<file path="config.mk">
export PLATFORM = sky130hd
export DESIGN_NAME = hashed_cohort_event_matcher
export DESIGN_NICKNAME = d
export VERILOG_FILES = /design/src/rtl/hcem_pkg.sv /design/src/rtl/hcem_front.sv /design/src/rtl/hcem_queue.sv /design/src/rtl/hcem_hash.sv /design/src/rtl/hcem_back.sv /design/src/rtl/hashed_cohort_event_matcher.sv
export SDC_FILE = /design/constraint.sdc
export NUM_CORES = 2
export LEC_CHECK = 0
export ABC_CLOCK_PERIOD_IN_PS = 17140
export BUFFER_PORTS_ARGS = -buffer_cell sky130_fd_sc_hd__buf_2
export CAP_MARGIN = 20
export CORE_AREA = 5 5 651 653
export CTS_CLUSTER_DIAMETER = 60
export DETAILED_ROUTE_END_ITERATION = 16
export DIE_AREA = 0 0 656 658
export GPL_TIMING_DRIVEN = 1
export PLACE_DENSITY = 0.48
export SETUP_SLACK_MARGIN = 0.3
export SLEW_MARGIN = 40
export SYNTH_ARGS = -nofsm -noshare
export SYNTH_HDL_FRONTEND = slang
export SYNTH_SLANG_ARGS = --single-unit
</file>
<file path="constraint.sdc">
create_clock -name aclk -period 17.14 [get_ports aclk]
set_clock_uncertainty 0.2 [all_clocks]
set_input_delay 2.571 -clock aclk [delete_from_list [all_inputs] [get_ports aclk]]
set_output_delay 2.571 -clock aclk [all_outputs]
set_load 0.01 [all_outputs]
</file>
<file path="src/rtl/hcem_pkg.sv">
// ----------------------------------------------------------------------------
// hcem_pkg: shared types and constants of the cohort event matcher
// Field widths, hash constants, the command and result records passed
// between the front, the queue and the back, and the state encodings.
// ----------------------------------------------------------------------------
`default_nettype none

package hcem_pkg;

    // Field widths
    localparam int ENTRY_W   = 3;
    localparam int TRIG_W    = 32;
    localparam int BOUND_W   = 54;
    localparam int UID_W     = 64;
    localparam int COUNT_W   = 32;
    localparam int BUCKET_W  = 53;
    localparam int ACTIVE_W  = 4;
    localparam int MAX_ENTRY = 2 ** ENTRY_W;

    // Stream word widths
    localparam int S_DATA_W = 240;
    localparam int M_DATA_W = 96;

    // SplitMix64 finalizer constants
    localparam logic [UID_W-1:0] GOLDEN_GAMMA = 64'h9E37_79B9_7F4A_7C15;
    localparam logic [UID_W-1:0] MIX_MUL_1    = 64'hBF58_476D_1CE4_E5B9;
    localparam logic [UID_W-1:0] MIX_MUL_2    = 64'h94D0_49BB_1331_11EB;
    localparam int SHIFT_PRE   = 30;
    localparam int SHIFT_MID   = 27;
    localparam int SHIFT_POST  = 31;
    localparam int SHIFT_OUT   = 11;

    // 1.0 scaled by 2^53
    localparam logic [BOUND_W-1:0] ONE_SCALED = 54'h20_0000_0000_0000;

    typedef enum logic {
        ACT_WRITE = 1'b0,
        ACT_QUERY = 1'b1
    } action_t;

    // Classified item travelling from the front to the back
    typedef struct packed {
        action_t              action;
        logic [ENTRY_W-1:0]   entry_index;
        logic [TRIG_W-1:0]    trigger_count;
        logic [BOUND_W-1:0]   cohort_low;
        logic [BOUND_W-1:0]   cohort_high;
        logic [UID_W-1:0]     user_id;
        logic [COUNT_W-1:0]   interaction_count;
        logic                 write_error;
    } cmd_t;

    // One result word
    typedef struct packed {
        logic                 write_error;
        logic [BUCKET_W-1:0]  user_bucket;
        logic [TRIG_W-1:0]    earliest_trigger;
        logic                 in_any_cohort;
        logic [ENTRY_W-1:0]   matched_event;
        logic                 applied;
    } result_t;

    typedef enum logic [2:0] {
        HS_IDLE,
        HS_MUL_LL,
        HS_MUL_HL,
        HS_MUL_LH,
        HS_MIX
    } hash_state_t;

    typedef enum logic [1:0] {
        BK_IDLE,
        BK_HASH,
        BK_SCAN,
        BK_EMIT
    } back_state_t;

endpackage

`default_nettype wire

</file>
<file path="src/rtl/hcem_front.sv">
// ----------------------------------------------------------------------------
// hcem_front: input stage
// Accepts input words, unpacks and classifies them, flags faulty cohort
// ranges on writes and holds the classified command until the queue takes it.
// ----------------------------------------------------------------------------
`default_nettype none

module hcem_front
    import hcem_pkg::*;
(
    input  wire logic                aclk,
    input  wire logic                aresetn,
    input  wire logic                s_tvalid,
    output logic                     s_tready,
    input  wire logic [S_DATA_W-1:0] s_tdata,
    input  wire logic                s_tuser,
    output logic                     cmd_valid,
    input  wire logic                cmd_ready,
    output cmd_t                     cmd
);

    localparam int OFS_TRIG  = ENTRY_W;
    localparam int OFS_LOW   = OFS_TRIG + TRIG_W;
    localparam int OFS_HIGH  = OFS_LOW + BOUND_W;
    localparam int OFS_UID   = OFS_HIGH + BOUND_W;
    localparam int OFS_COUNT = OFS_UID + UID_W;

    logic valid_reg;
    cmd_t cmd_reg;
    cmd_t cmd_in;

    // Unpack the word and check the written range.
    always_comb begin
        cmd_in.action            = action_t'(s_tuser);
        cmd_in.entry_index       = s_tdata[ENTRY_W-1:0];
        cmd_in.trigger_count     = s_tdata[OFS_TRIG +: TRIG_W];
        cmd_in.cohort_low        = s_tdata[OFS_LOW +: BOUND_W];
        cmd_in.cohort_high       = s_tdata[OFS_HIGH +: BOUND_W];
        cmd_in.user_id           = s_tdata[OFS_UID +: UID_W];
        cmd_in.interaction_count = s_tdata[OFS_COUNT +: COUNT_W];
        cmd_in.write_error       = (cmd_in.action == ACT_WRITE) &&
                                   ((cmd_in.cohort_low >= cmd_in.cohort_high) ||
                                    (cmd_in.cohort_high > ONE_SCALED));
    end

    assign s_tready  = !valid_reg || cmd_ready;
    assign cmd_valid = valid_reg;
    assign cmd       = cmd_reg;

    // Holding register in front of the queue.
    always_ff @(posedge aclk) begin
        if (!aresetn) begin
            valid_reg <= 1'b0;
        end else if (s_tready) begin
            valid_reg <= s_tvalid;
        end
    end

    always_ff @(posedge aclk) begin
        if (s_tvalid && s_tready) begin
            cmd_reg <= cmd_in;
        end
    end

endmodule

`default_nettype wire

</file>
<file path="src/rtl/hcem_queue.sv">
// ----------------------------------------------------------------------------
// hcem_queue: two-entry command queue
// Decouples the input stage from the executing back end so that either
// side can stall without holding up the other.
// ----------------------------------------------------------------------------
`default_nettype none

module hcem_queue
    import hcem_pkg::*;
(
    input  wire logic aclk,
    input  wire logic aresetn,
    input  wire logic in_valid,
    output logic      in_ready,
    input  wire cmd_t in_cmd,
    output logic      out_valid,
    input  wire logic out_ready,
    output cmd_t      out_cmd
);

    localparam int DEPTH = 2;
    localparam int PTR_W = 1;
    localparam int CNT_W = 2;

    cmd_t             slot_reg [DEPTH];
    logic [PTR_W-1:0] wr_ptr_reg;
    logic [PTR_W-1:0] rd_ptr_reg;
    logic [CNT_W-1:0] count_reg;
    logic             push;
    logic             pop;

    assign in_ready  = (count_reg != CNT_W'(DEPTH));
    assign out_valid = (count_reg != '0);
    assign out_cmd   = slot_reg[rd_ptr_reg];
    assign push      = in_valid && in_ready;
    assign pop       = out_valid && out_ready;

    // Pointers and fill level.
    always_ff @(posedge aclk) begin
        if (!aresetn) begin
            wr_ptr_reg <= '0;
            rd_ptr_reg <= '0;
            count_reg  <= '0;
        end else begin
            if (push) begin
                wr_ptr_reg <= wr_ptr_reg + 1'b1;
            end
            if (pop) begin
                rd_ptr_reg <= rd_ptr_reg + 1'b1;
            end
            if (push && !pop) begin
                count_reg <= count_reg + 1'b1;
            end else if (pop && !push) begin
                count_reg <= count_reg - 1'b1;
            end
        end
    end

    // Storage slots.
    always_ff @(posedge aclk) begin
        if (push) begin
            slot_reg[wr_ptr_reg] <= in_cmd;
        end
    end

endmodule

`default_nettype wire

</file>
<file path="src/rtl/hcem_hash.sv">
// ----------------------------------------------------------------------------
// hcem_hash: iterative SplitMix64 finalizer
// Works out the user bucket with one shared 32x32 multiplier: each 64-bit
// constant multiply takes three partial products.
// ----------------------------------------------------------------------------
`default_nettype none

module hcem_hash
    import hcem_pkg::*;
(
    input  wire logic                aclk,
    input  wire logic                aresetn,
    input  wire logic                start,
    input  wire logic [UID_W-1:0]    user_id,
    output logic                     done,
    output logic [BUCKET_W-1:0]      bucket
);

    localparam int HALF_W = UID_W / 2;

    hash_state_t          state_reg, state_next;
    logic                 round_reg, round_next;
    logic [UID_W-1:0]     y_reg, y_next;
    logic [UID_W-1:0]     acc_reg, acc_next;
    logic [BUCKET_W-1:0]  bucket_reg, bucket_next;
    logic                 done_reg, done_next;

    logic [UID_W-1:0]     seed;
    logic [UID_W-1:0]     mul_const;
    logic [HALF_W-1:0]    mul_a;
    logic [HALF_W-1:0]    mul_b;
    logic [UID_W-1:0]     prod;
    logic [UID_W-1:0]     mix_mid;
    logic [UID_W-1:0]     mix_post;

    // Shared multiplier and the xor-shift steps.
    always_comb begin
        seed      = user_id + GOLDEN_GAMMA;
        mul_const = round_reg ? MIX_MUL_2 : MIX_MUL_1;
        mul_a     = (state_reg == HS_MUL_HL) ? y_reg[UID_W-1:HALF_W] : y_reg[HALF_W-1:0];
        mul_b     = (state_reg == HS_MUL_LH) ? mul_const[UID_W-1:HALF_W]
                                             : mul_const[HALF_W-1:0];
        prod      = UID_W'(mul_a) * UID_W'(mul_b);
        mix_mid   = acc_reg ^ (acc_reg >> SHIFT_MID);
        mix_post  = acc_reg ^ (acc_reg >> SHIFT_POST);
    end

    // Next state.
    always_comb begin
        state_next = state_reg;
        case (state_reg)
            HS_IDLE:   if (start) state_next = HS_MUL_LL;
            HS_MUL_LL: state_next = HS_MUL_HL;
            HS_MUL_HL: state_next = HS_MUL_LH;
            HS_MUL_LH: state_next = HS_MIX;
            HS_MIX:    state_next = round_reg ? HS_IDLE : HS_MUL_LL;
            default:   state_next = HS_IDLE;
        endcase
    end

    // Datapath updates.
    always_comb begin
        round_next  = round_reg;
        y_next      = y_reg;
        acc_next    = acc_reg;
        bucket_next = bucket_reg;
        done_next   = 1'b0;
        case (state_reg)
            HS_IDLE: begin
                if (start) begin
                    y_next     = seed ^ (seed >> SHIFT_PRE);
                    round_next = 1'b0;
                end
            end
            HS_MUL_LL: begin
                acc_next = prod;
            end
            HS_MUL_HL, HS_MUL_LH: begin
                acc_next = {acc_reg[UID_W-1:HALF_W] + prod[HALF_W-1:0], acc_reg[HALF_W-1:0]};
            end
            HS_MIX: begin
                if (round_reg) begin
                    bucket_next = mix_post[UID_W-1:SHIFT_OUT];
                    done_next   = 1'b1;
                end else begin
                    y_next     = mix_mid;
                    round_next = 1'b1;
                end
            end
            default: begin
                done_next = 1'b0;
            end
        endcase
    end

    always_ff @(posedge aclk) begin
        if (!aresetn) begin
            state_reg <= HS_IDLE;
            done_reg  <= 1'b0;
        end else begin
            state_reg <= state_next;
            done_reg  <= done_next;
        end
    end

    always_ff @(posedge aclk) begin
        round_reg  <= round_next;
        y_reg      <= y_next;
        acc_reg    <= acc_next;
        bucket_reg <= bucket_next;
    end

    assign done   = done_reg;
    assign bucket = bucket_reg;

endmodule

`default_nettype wire

</file>
<file path="src/rtl/hcem_back.sv">
// ----------------------------------------------------------------------------
// hcem_back: command execution
// Writes event entries, runs the hash for queries, scans the active entries
// one per cycle and holds the finished result in the output register.
// ----------------------------------------------------------------------------
`default_nettype none

module hcem_back
    import hcem_pkg::*;
#(
    parameter int NUM_EVENTS = 8
) (
    input  wire logic                aclk,
    input  wire logic                aresetn,
    input  wire logic [ACTIVE_W-1:0] active_events,
    input  wire logic                cmd_valid,
    output logic                     cmd_ready,
    input  wire cmd_t                cmd,
    output logic                     m_tvalid,
    input  wire logic                m_tready,
    output result_t                  result
);

    // Only the entries an index can reach are stored; the rest stay zero.
    localparam int WRITABLE = (NUM_EVENTS < MAX_ENTRY) ? NUM_EVENTS : MAX_ENTRY;
    localparam int CNT_W    = $clog2(WRITABLE + 1);
    localparam int SEL_W    = (WRITABLE > 1) ? $clog2(WRITABLE) : 1;

    back_state_t          state_reg, state_next;

    logic [TRIG_W-1:0]    trig_reg [WRITABLE];
    logic [BOUND_W-1:0]   low_reg  [WRITABLE];
    logic [BOUND_W-1:0]   high_reg [WRITABLE];

    logic [COUNT_W-1:0]   count_reg;
    logic [BUCKET_W-1:0]  bucket_reg;
    logic [CNT_W-1:0]     k_reg;
    logic [CNT_W-1:0]     n_reg;
    logic                 extra_reg;
    logic                 any_reg;
    logic                 applied_reg;
    logic [ENTRY_W-1:0]   match_reg;
    logic [TRIG_W-1:0]    min_reg;
    logic                 seen_reg;
    logic                 out_valid_reg;
    result_t              out_reg;

    logic                 out_free;
    logic                 take;
    logic                 take_write;
    logic                 take_query;
    logic                 write_hit;
    logic                 hash_done;
    logic [BUCKET_W-1:0]  hash_bucket;
    logic [CNT_W-1:0]     n_scan;
    logic                 n_extra;
    logic [CNT_W-1:0]     k_inc;
    logic [SEL_W-1:0]     sel;
    logic                 hit;
    logic [TRIG_W-1:0]    sel_trig;

    hcem_hash u_hash (
        .aclk    (aclk),
        .aresetn (aresetn),
        .start   (take_query),
        .user_id (cmd.user_id),
        .done    (hash_done),
        .bucket  (hash_bucket)
    );

    // Active entry count clamped to the table, split into stored entries
    // and a flag for zero entries beyond them.
    always_comb begin
        n_scan  = (int'(active_events) > WRITABLE) ? CNT_W'(WRITABLE)
                                                   : CNT_W'(active_events);
        n_extra = (int'(active_events) > WRITABLE) && (NUM_EVENTS > WRITABLE);
    end

    // Entry under test in the scan.
    always_comb begin
        k_inc    = k_reg + 1'b1;
        sel      = k_reg[SEL_W-1:0];
        sel_trig = trig_reg[sel];
        hit      = ({1'b0, bucket_reg} >= low_reg[sel]) &&
                   ({1'b0, bucket_reg} < high_reg[sel]);
    end

    // Next state.
    always_comb begin
        state_next = state_reg;
        case (state_reg)
            BK_IDLE: if (take_query) state_next = BK_HASH;
            BK_HASH: begin
                if (hash_done) begin
                    state_next = (n_reg == '0) ? BK_EMIT : BK_SCAN;
                end
            end
            BK_SCAN: if (k_inc == n_reg) state_next = BK_EMIT;
            BK_EMIT: state_next = BK_IDLE;
            default: state_next = BK_IDLE;
        endcase
    end

    // Handshake outputs.
    always_comb begin
        out_free   = !out_valid_reg || m_tready;
        cmd_ready  = (state_reg == BK_IDLE) && out_free;
        take       = cmd_valid && cmd_ready;
        take_write = take && (cmd.action == ACT_WRITE);
        take_query = take && (cmd.action == ACT_QUERY);
        write_hit  = take_write && (int'(cmd.entry_index) < WRITABLE);
    end

    always_ff @(posedge aclk) begin
        if (!aresetn) begin
            state_reg <= BK_IDLE;
        end else begin
            state_reg <= state_next;
        end
    end

    // Event table.
    always_ff @(posedge aclk) begin
        if (!aresetn) begin
            for (int i = 0; i < WRITABLE; i++) begin
                trig_reg[i] <= '0;
                low_reg[i]  <= '0;
                high_reg[i] <= '0;
            end
        end else if (write_hit) begin
            trig_reg[cmd.entry_index[SEL_W-1:0]] <= cmd.trigger_count;
            low_reg[cmd.entry_index[SEL_W-1:0]]  <= cmd.cohort_low;
            high_reg[cmd.entry_index[SEL_W-1:0]] <= cmd.cohort_high;
        end
    end

    // Query context and scan accumulators.
    always_ff @(posedge aclk) begin
        if (take_query) begin
            count_reg <= cmd.interaction_count;
            n_reg     <= n_scan;
            extra_reg <= n_extra;
        end
        if (state_reg == BK_HASH) begin
            bucket_reg  <= hash_bucket;
            k_reg       <= '0;
            any_reg     <= 1'b0;
            applied_reg <= 1'b0;
            match_reg   <= '0;
            min_reg     <= '0;
            seen_reg    <= 1'b0;
        end
        if (state_reg == BK_SCAN) begin
            k_reg <= k_inc;
            if (hit) begin
                any_reg <= 1'b1;
            end
            if (hit && (sel_trig == count_reg)) begin
                applied_reg <= 1'b1;
                match_reg   <= ENTRY_W'(sel);
            end
            if (!seen_reg || (sel_trig < min_reg)) begin
                min_reg  <= sel_trig;
                seen_reg <= 1'b1;
            end
        end
    end

    // Output register.
    always_ff @(posedge aclk) begin
        if (!aresetn) begin
            out_valid_reg <= 1'b0;
        end else if (take_write || (state_reg == BK_EMIT)) begin
            out_valid_reg <= 1'b1;
        end else if (m_tready) begin
            out_valid_reg <= 1'b0;
        end
    end

    // A write result carries only the error flag, which is the top field.
    always_ff @(posedge aclk) begin
        if (take_write) begin
            out_reg <= result_t'({cmd.write_error, {($bits(result_t) - 1){1'b0}}});
        end else if (state_reg == BK_EMIT) begin
            out_reg.write_error      <= 1'b0;
            out_reg.user_bucket      <= bucket_reg;
            out_reg.earliest_trigger <= (seen_reg && !extra_reg) ? min_reg : '0;
            out_reg.in_any_cohort    <= any_reg;
            out_reg.matched_event    <= match_reg;
            out_reg.applied          <= applied_reg;
        end
    end

    assign m_tvalid = out_valid_reg;
    assign result   = out_reg;

endmodule

`default_nettype wire

</file>
<file path="src/rtl/hashed_cohort_event_matcher.sv">
// A write result passes the input register, queue and output register; a query
// result also waits for the hash and the scan of the stored active entries
// (at most 8). Writes go one per cycle unless the output stalls; a query holds
// the back end until done. The hash shares a 32x32 multiplier (six partial
// products); the scan takes one entry per cycle. A synchronous active-low
// reset clears the event table, active count, queue and all state machines.
// ----------------------------------------------------------------------------
// hashed_cohort_event_matcher: hashed cohort drift event matcher
// Stores drift events and, for each user query, reports cohort membership,
// the firing event and the earliest trigger among the active events.
// ----------------------------------------------------------------------------
`default_nettype none

module hashed_cohort_event_matcher
    import hcem_pkg::*;
#(
    parameter int NUM_EVENTS = 8
) (
    input  wire logic                aclk,
    input  wire logic                aresetn,
    input  wire logic                cfg_wr_en,
    input  wire logic [ACTIVE_W-1:0] cfg_wr_data,
    input  wire logic                s_tvalid,
    output logic                     s_tready,
    // entry_index, trigger_count, cohort_low, cohort_high, user_id,
    // interaction_count, zero pad
    input  wire logic [S_DATA_W-1:0] s_tdata,
    // action
    input  wire logic                s_tuser,
    output logic                     m_tvalid,
    input  wire logic                m_tready,
    // applied, matched_event, in_any_cohort, earliest_trigger, user_bucket,
    // write_error, zero pad
    output logic [M_DATA_W-1:0]      m_tdata
);

    logic [ACTIVE_W-1:0] active_reg;
    logic                front_valid;
    logic                front_ready;
    cmd_t                front_cmd;
    logic                queue_valid;
    logic                queue_ready;
    cmd_t                queue_cmd;
    result_t             result;

    // Active event count register.
    always_ff @(posedge aclk) begin
        if (!aresetn) begin
            active_reg <= '0;
        end else if (cfg_wr_en) begin
            active_reg <= cfg_wr_data;
        end
    end

    hcem_front u_front (
        .aclk      (aclk),
        .aresetn   (aresetn),
        .s_tvalid  (s_tvalid),
        .s_tready  (s_tready),
        .s_tdata   (s_tdata),
        .s_tuser   (s_tuser),
        .cmd_valid (front_valid),
        .cmd_ready (front_ready),
        .cmd       (front_cmd)
    );

    hcem_queue u_queue (
        .aclk      (aclk),
        .aresetn   (aresetn),
        .in_valid  (front_valid),
        .in_ready  (front_ready),
        .in_cmd    (front_cmd),
        .out_valid (queue_valid),
        .out_ready (queue_ready),
        .out_cmd   (queue_cmd)
    );

    hcem_back #(
        .NUM_EVENTS (NUM_EVENTS)
    ) u_back (
        .aclk          (aclk),
        .aresetn       (aresetn),
        .active_events (active_reg),
        .cmd_valid     (queue_valid),
        .cmd_ready     (queue_ready),
        .cmd           (queue_cmd),
        .m_tvalid      (m_tvalid),
        .m_tready      (m_tready),
        .result        (result)
    );

    // Pack the result word, last result_t field in the lowest bits, zero pad on top.
    assign m_tdata = {{(M_DATA_W - $bits(result_t)){1'b0}}, result};

endmodule

`default_nettype wire
</file>
==> flow_summary.json <==
{
  "status": "finished, final reports clean",
  "routabilityCongestion": 0.905,
  "worst-setup-path-type": "flip-flop to flip-flop",
  "final_nets": 11293,
  "worstMarginPinSlew_ps": 924,
  "ys_async_sr_fraction_pct": 0,
  "placed_area_um2": 133000,
  "min_period_ps": 12150,
  "detail-route-antenna-nets": 0,
  "yosys-top-cells-area": "edfxtp_1 (51%), fa_1 (13%), ha_1 (5.7%), mux4_2 (5.1%), nor2_1 (4.6%)",
  "ys_ff_latch": 2267,
  "grt_setup_unrepaired": "false",
  "setup_viol": 0,
  "synth.distinct_cells": 103,
  "via_per_inst": 4.97,
  "area_delta_synth_final_pct": 14.3,
  "hpwlAfterDp_um": 300000,
  "final_layout_size_suffix_gt1_share_pct": 14.5,
  "wl_um": 416000,
  "max-clock-path-buffers": 4,
  "clk_latency_ps": 890,
  "final_area_um2": 142000,
  "cp_max_fo": 39,
  "ctsRootBufferMaster": "clkbuf_16",
  "pin_count": 348,
  "clkTransAtPathRegs_ps": 60,
  "numCtsBuffers": 270,
  "die-area_um2": 432000,
  "start_kind": "flip-flop",
  "drt_drc_violations_left": 0,
  "portBuffers": 341,
  "finalSetupTns_ps": 0,
  "slew_viol_final": 0,
  "hold_class": "flip-flop to flip-flop",
  "yosys-top-cells-count": "edfxtp_1 (2,119), nor2_1 (1,537), inv_1 (1,049), fa_1 (823), ha_1 (569)",
  "cpMostUsedCell": "fa_1",
  "synth_most_common_cell": "edfxtp_1",
  "core_area_um2": 418000,
  "hold_buffers": 0,
  "avgSynthCellArea_um2": 13.5,
  "worstPathArrival_ps": 12570,
  "timing.slew.headroom_pct": 36.7,
  "antenna_found_initial": 42,
  "finalCritPeriodShare_pct": 70.9,
  "yosysTopAreaCell": "edfxtp_1",
  "synth_area_um2": 125000,
  "hold_viol_final": 0,
  "cts_sinks": 2267,
  "largest_register_ffs": 482,
  "utilization_pct": 34.0,
  "fmax_mhz": 82.3,
  "multi_input_area_um2": 53100,
  "cp_data_required_time_ps": 17570,
  "dr.pass1.iters": 6,
  "vias": 76410,
  "first_iter_violations": 6593,
  "cts_setup_buffers": 0,
  "endpoint_kind": "flip-flop",
  "gr-total-overflow": 0,
  "netlist_instances": 9261,
  "die_w_um": 656,
  "wl_per_cell_um": 27.0,
  "cap_violations": 0,
  "regArea_um2": 66600,
  "cts_resized": 0,
  "yosysWarnings": 0,
  "die_height_um": 658,
  "grt_max_degree": 151,
  "fillers": 41154,
  "cts_tree": "built",
  "netlist.area_leader.share_pct": 51.1,
  "grt_pass1_wl_um": 590000,
  "start_util_pct": 29.8,
  "synth_flop_cell": "edfxtp_1",
  "crit_slowest_cell": "fa_1",
  "rows": 238,
  "synth-seq-area-share_pct": 53.5,
  "grt_usage_pct": 18.8,
  "cpPeakStageDelay_ps": 530,
  "grt_pass1_vias": 79999,
  "cts-htree-levels": 5,
  "synth_edf_count": 2119
}
-- per-stage QoR --
stage	hold slack, ps	instances	setup slack (ps)
2_1_floorplan	200	9265	5460
3_3_place_gp	202	14890	5050
3_5_place_dp	205	14894	4950
4_1_cts	179	15373	5020
5_1_grt	182	15382	4350
6_report	177	15387	4990
-- final timing paths --
path,from,endpoint,slack [ps],cells after the start
worst max-delay path,u_back.u_hash.state_reg[1],u_back.u_hash.acc_reg[62],4990,39
worst max register to register,u_back.u_hash.state_reg[1],u_back.u_hash.acc_reg[62],4990,39
worst min register to register,u_back.u_hash.bucket[15],u_back.bucket_reg[15],180,0
worst min-delay path,u_back.u_hash.bucket[15],u_back.bucket_reg[15],180,0
-- logic make-up after synthesis --
group,share of synthesized area [%]
and+or+nand+nor,8.18
DFF,53.5
buffers and inverters,4.43
adders and majority gates,18.9
muxes,9.03
AOI/OAI and AO/OA,3.90
xor gates and xnor gates,2.05
other,0.00301
-- layout by cell type (no fill, tap or decap), types with 177 or more instances in the layout --
master     instances
a21oi_1          219
buf_2            341
clkbuf_16        279
edfxtp_1        2119
fa_1             823
ha_1             563
inv_1           1049
mux2i_1          354
mux4_2           280
nand2_1          263
nor2_1          1528
xnor2_1          177
-- final cells by class --
cell class | instances | area share (%)
inverters | 1054 | 2.78
clock inverters | 146 | 0.961
flip-flops and latches | 2267 | 46.8
clock buffers | 333 | 5.09
repair buffers | 502 | 2.20
well taps | 5520 | 4.85
multi-input cells | 5556 | 37.3
diodes | 9 | 0.0158
-- worst max-delay path: cells and delay by family, from the launching register on --
kind,cells,cell delay [ps]
adders and majority gates,11,4740
AOI/OAI and AO/OA,10,2670
buffers and inverters,8,1620
and+or+nand+nor,8,1610
DFF,1,500
xor gates and xnor gates,2,480
-- per-layer routing --
layer | GRT usage [%] | wire, um
met1 | 24.9 | 174000
met2 | 31.9 | 202000
met3 | 2.46 | 23600
met4 | 6.27 | 15800
met5 | 0 | 65
Power is left out: the tool's default activity adds up to more than one toggle a clock period on the data nets, which glitch-free logic cannot reach.
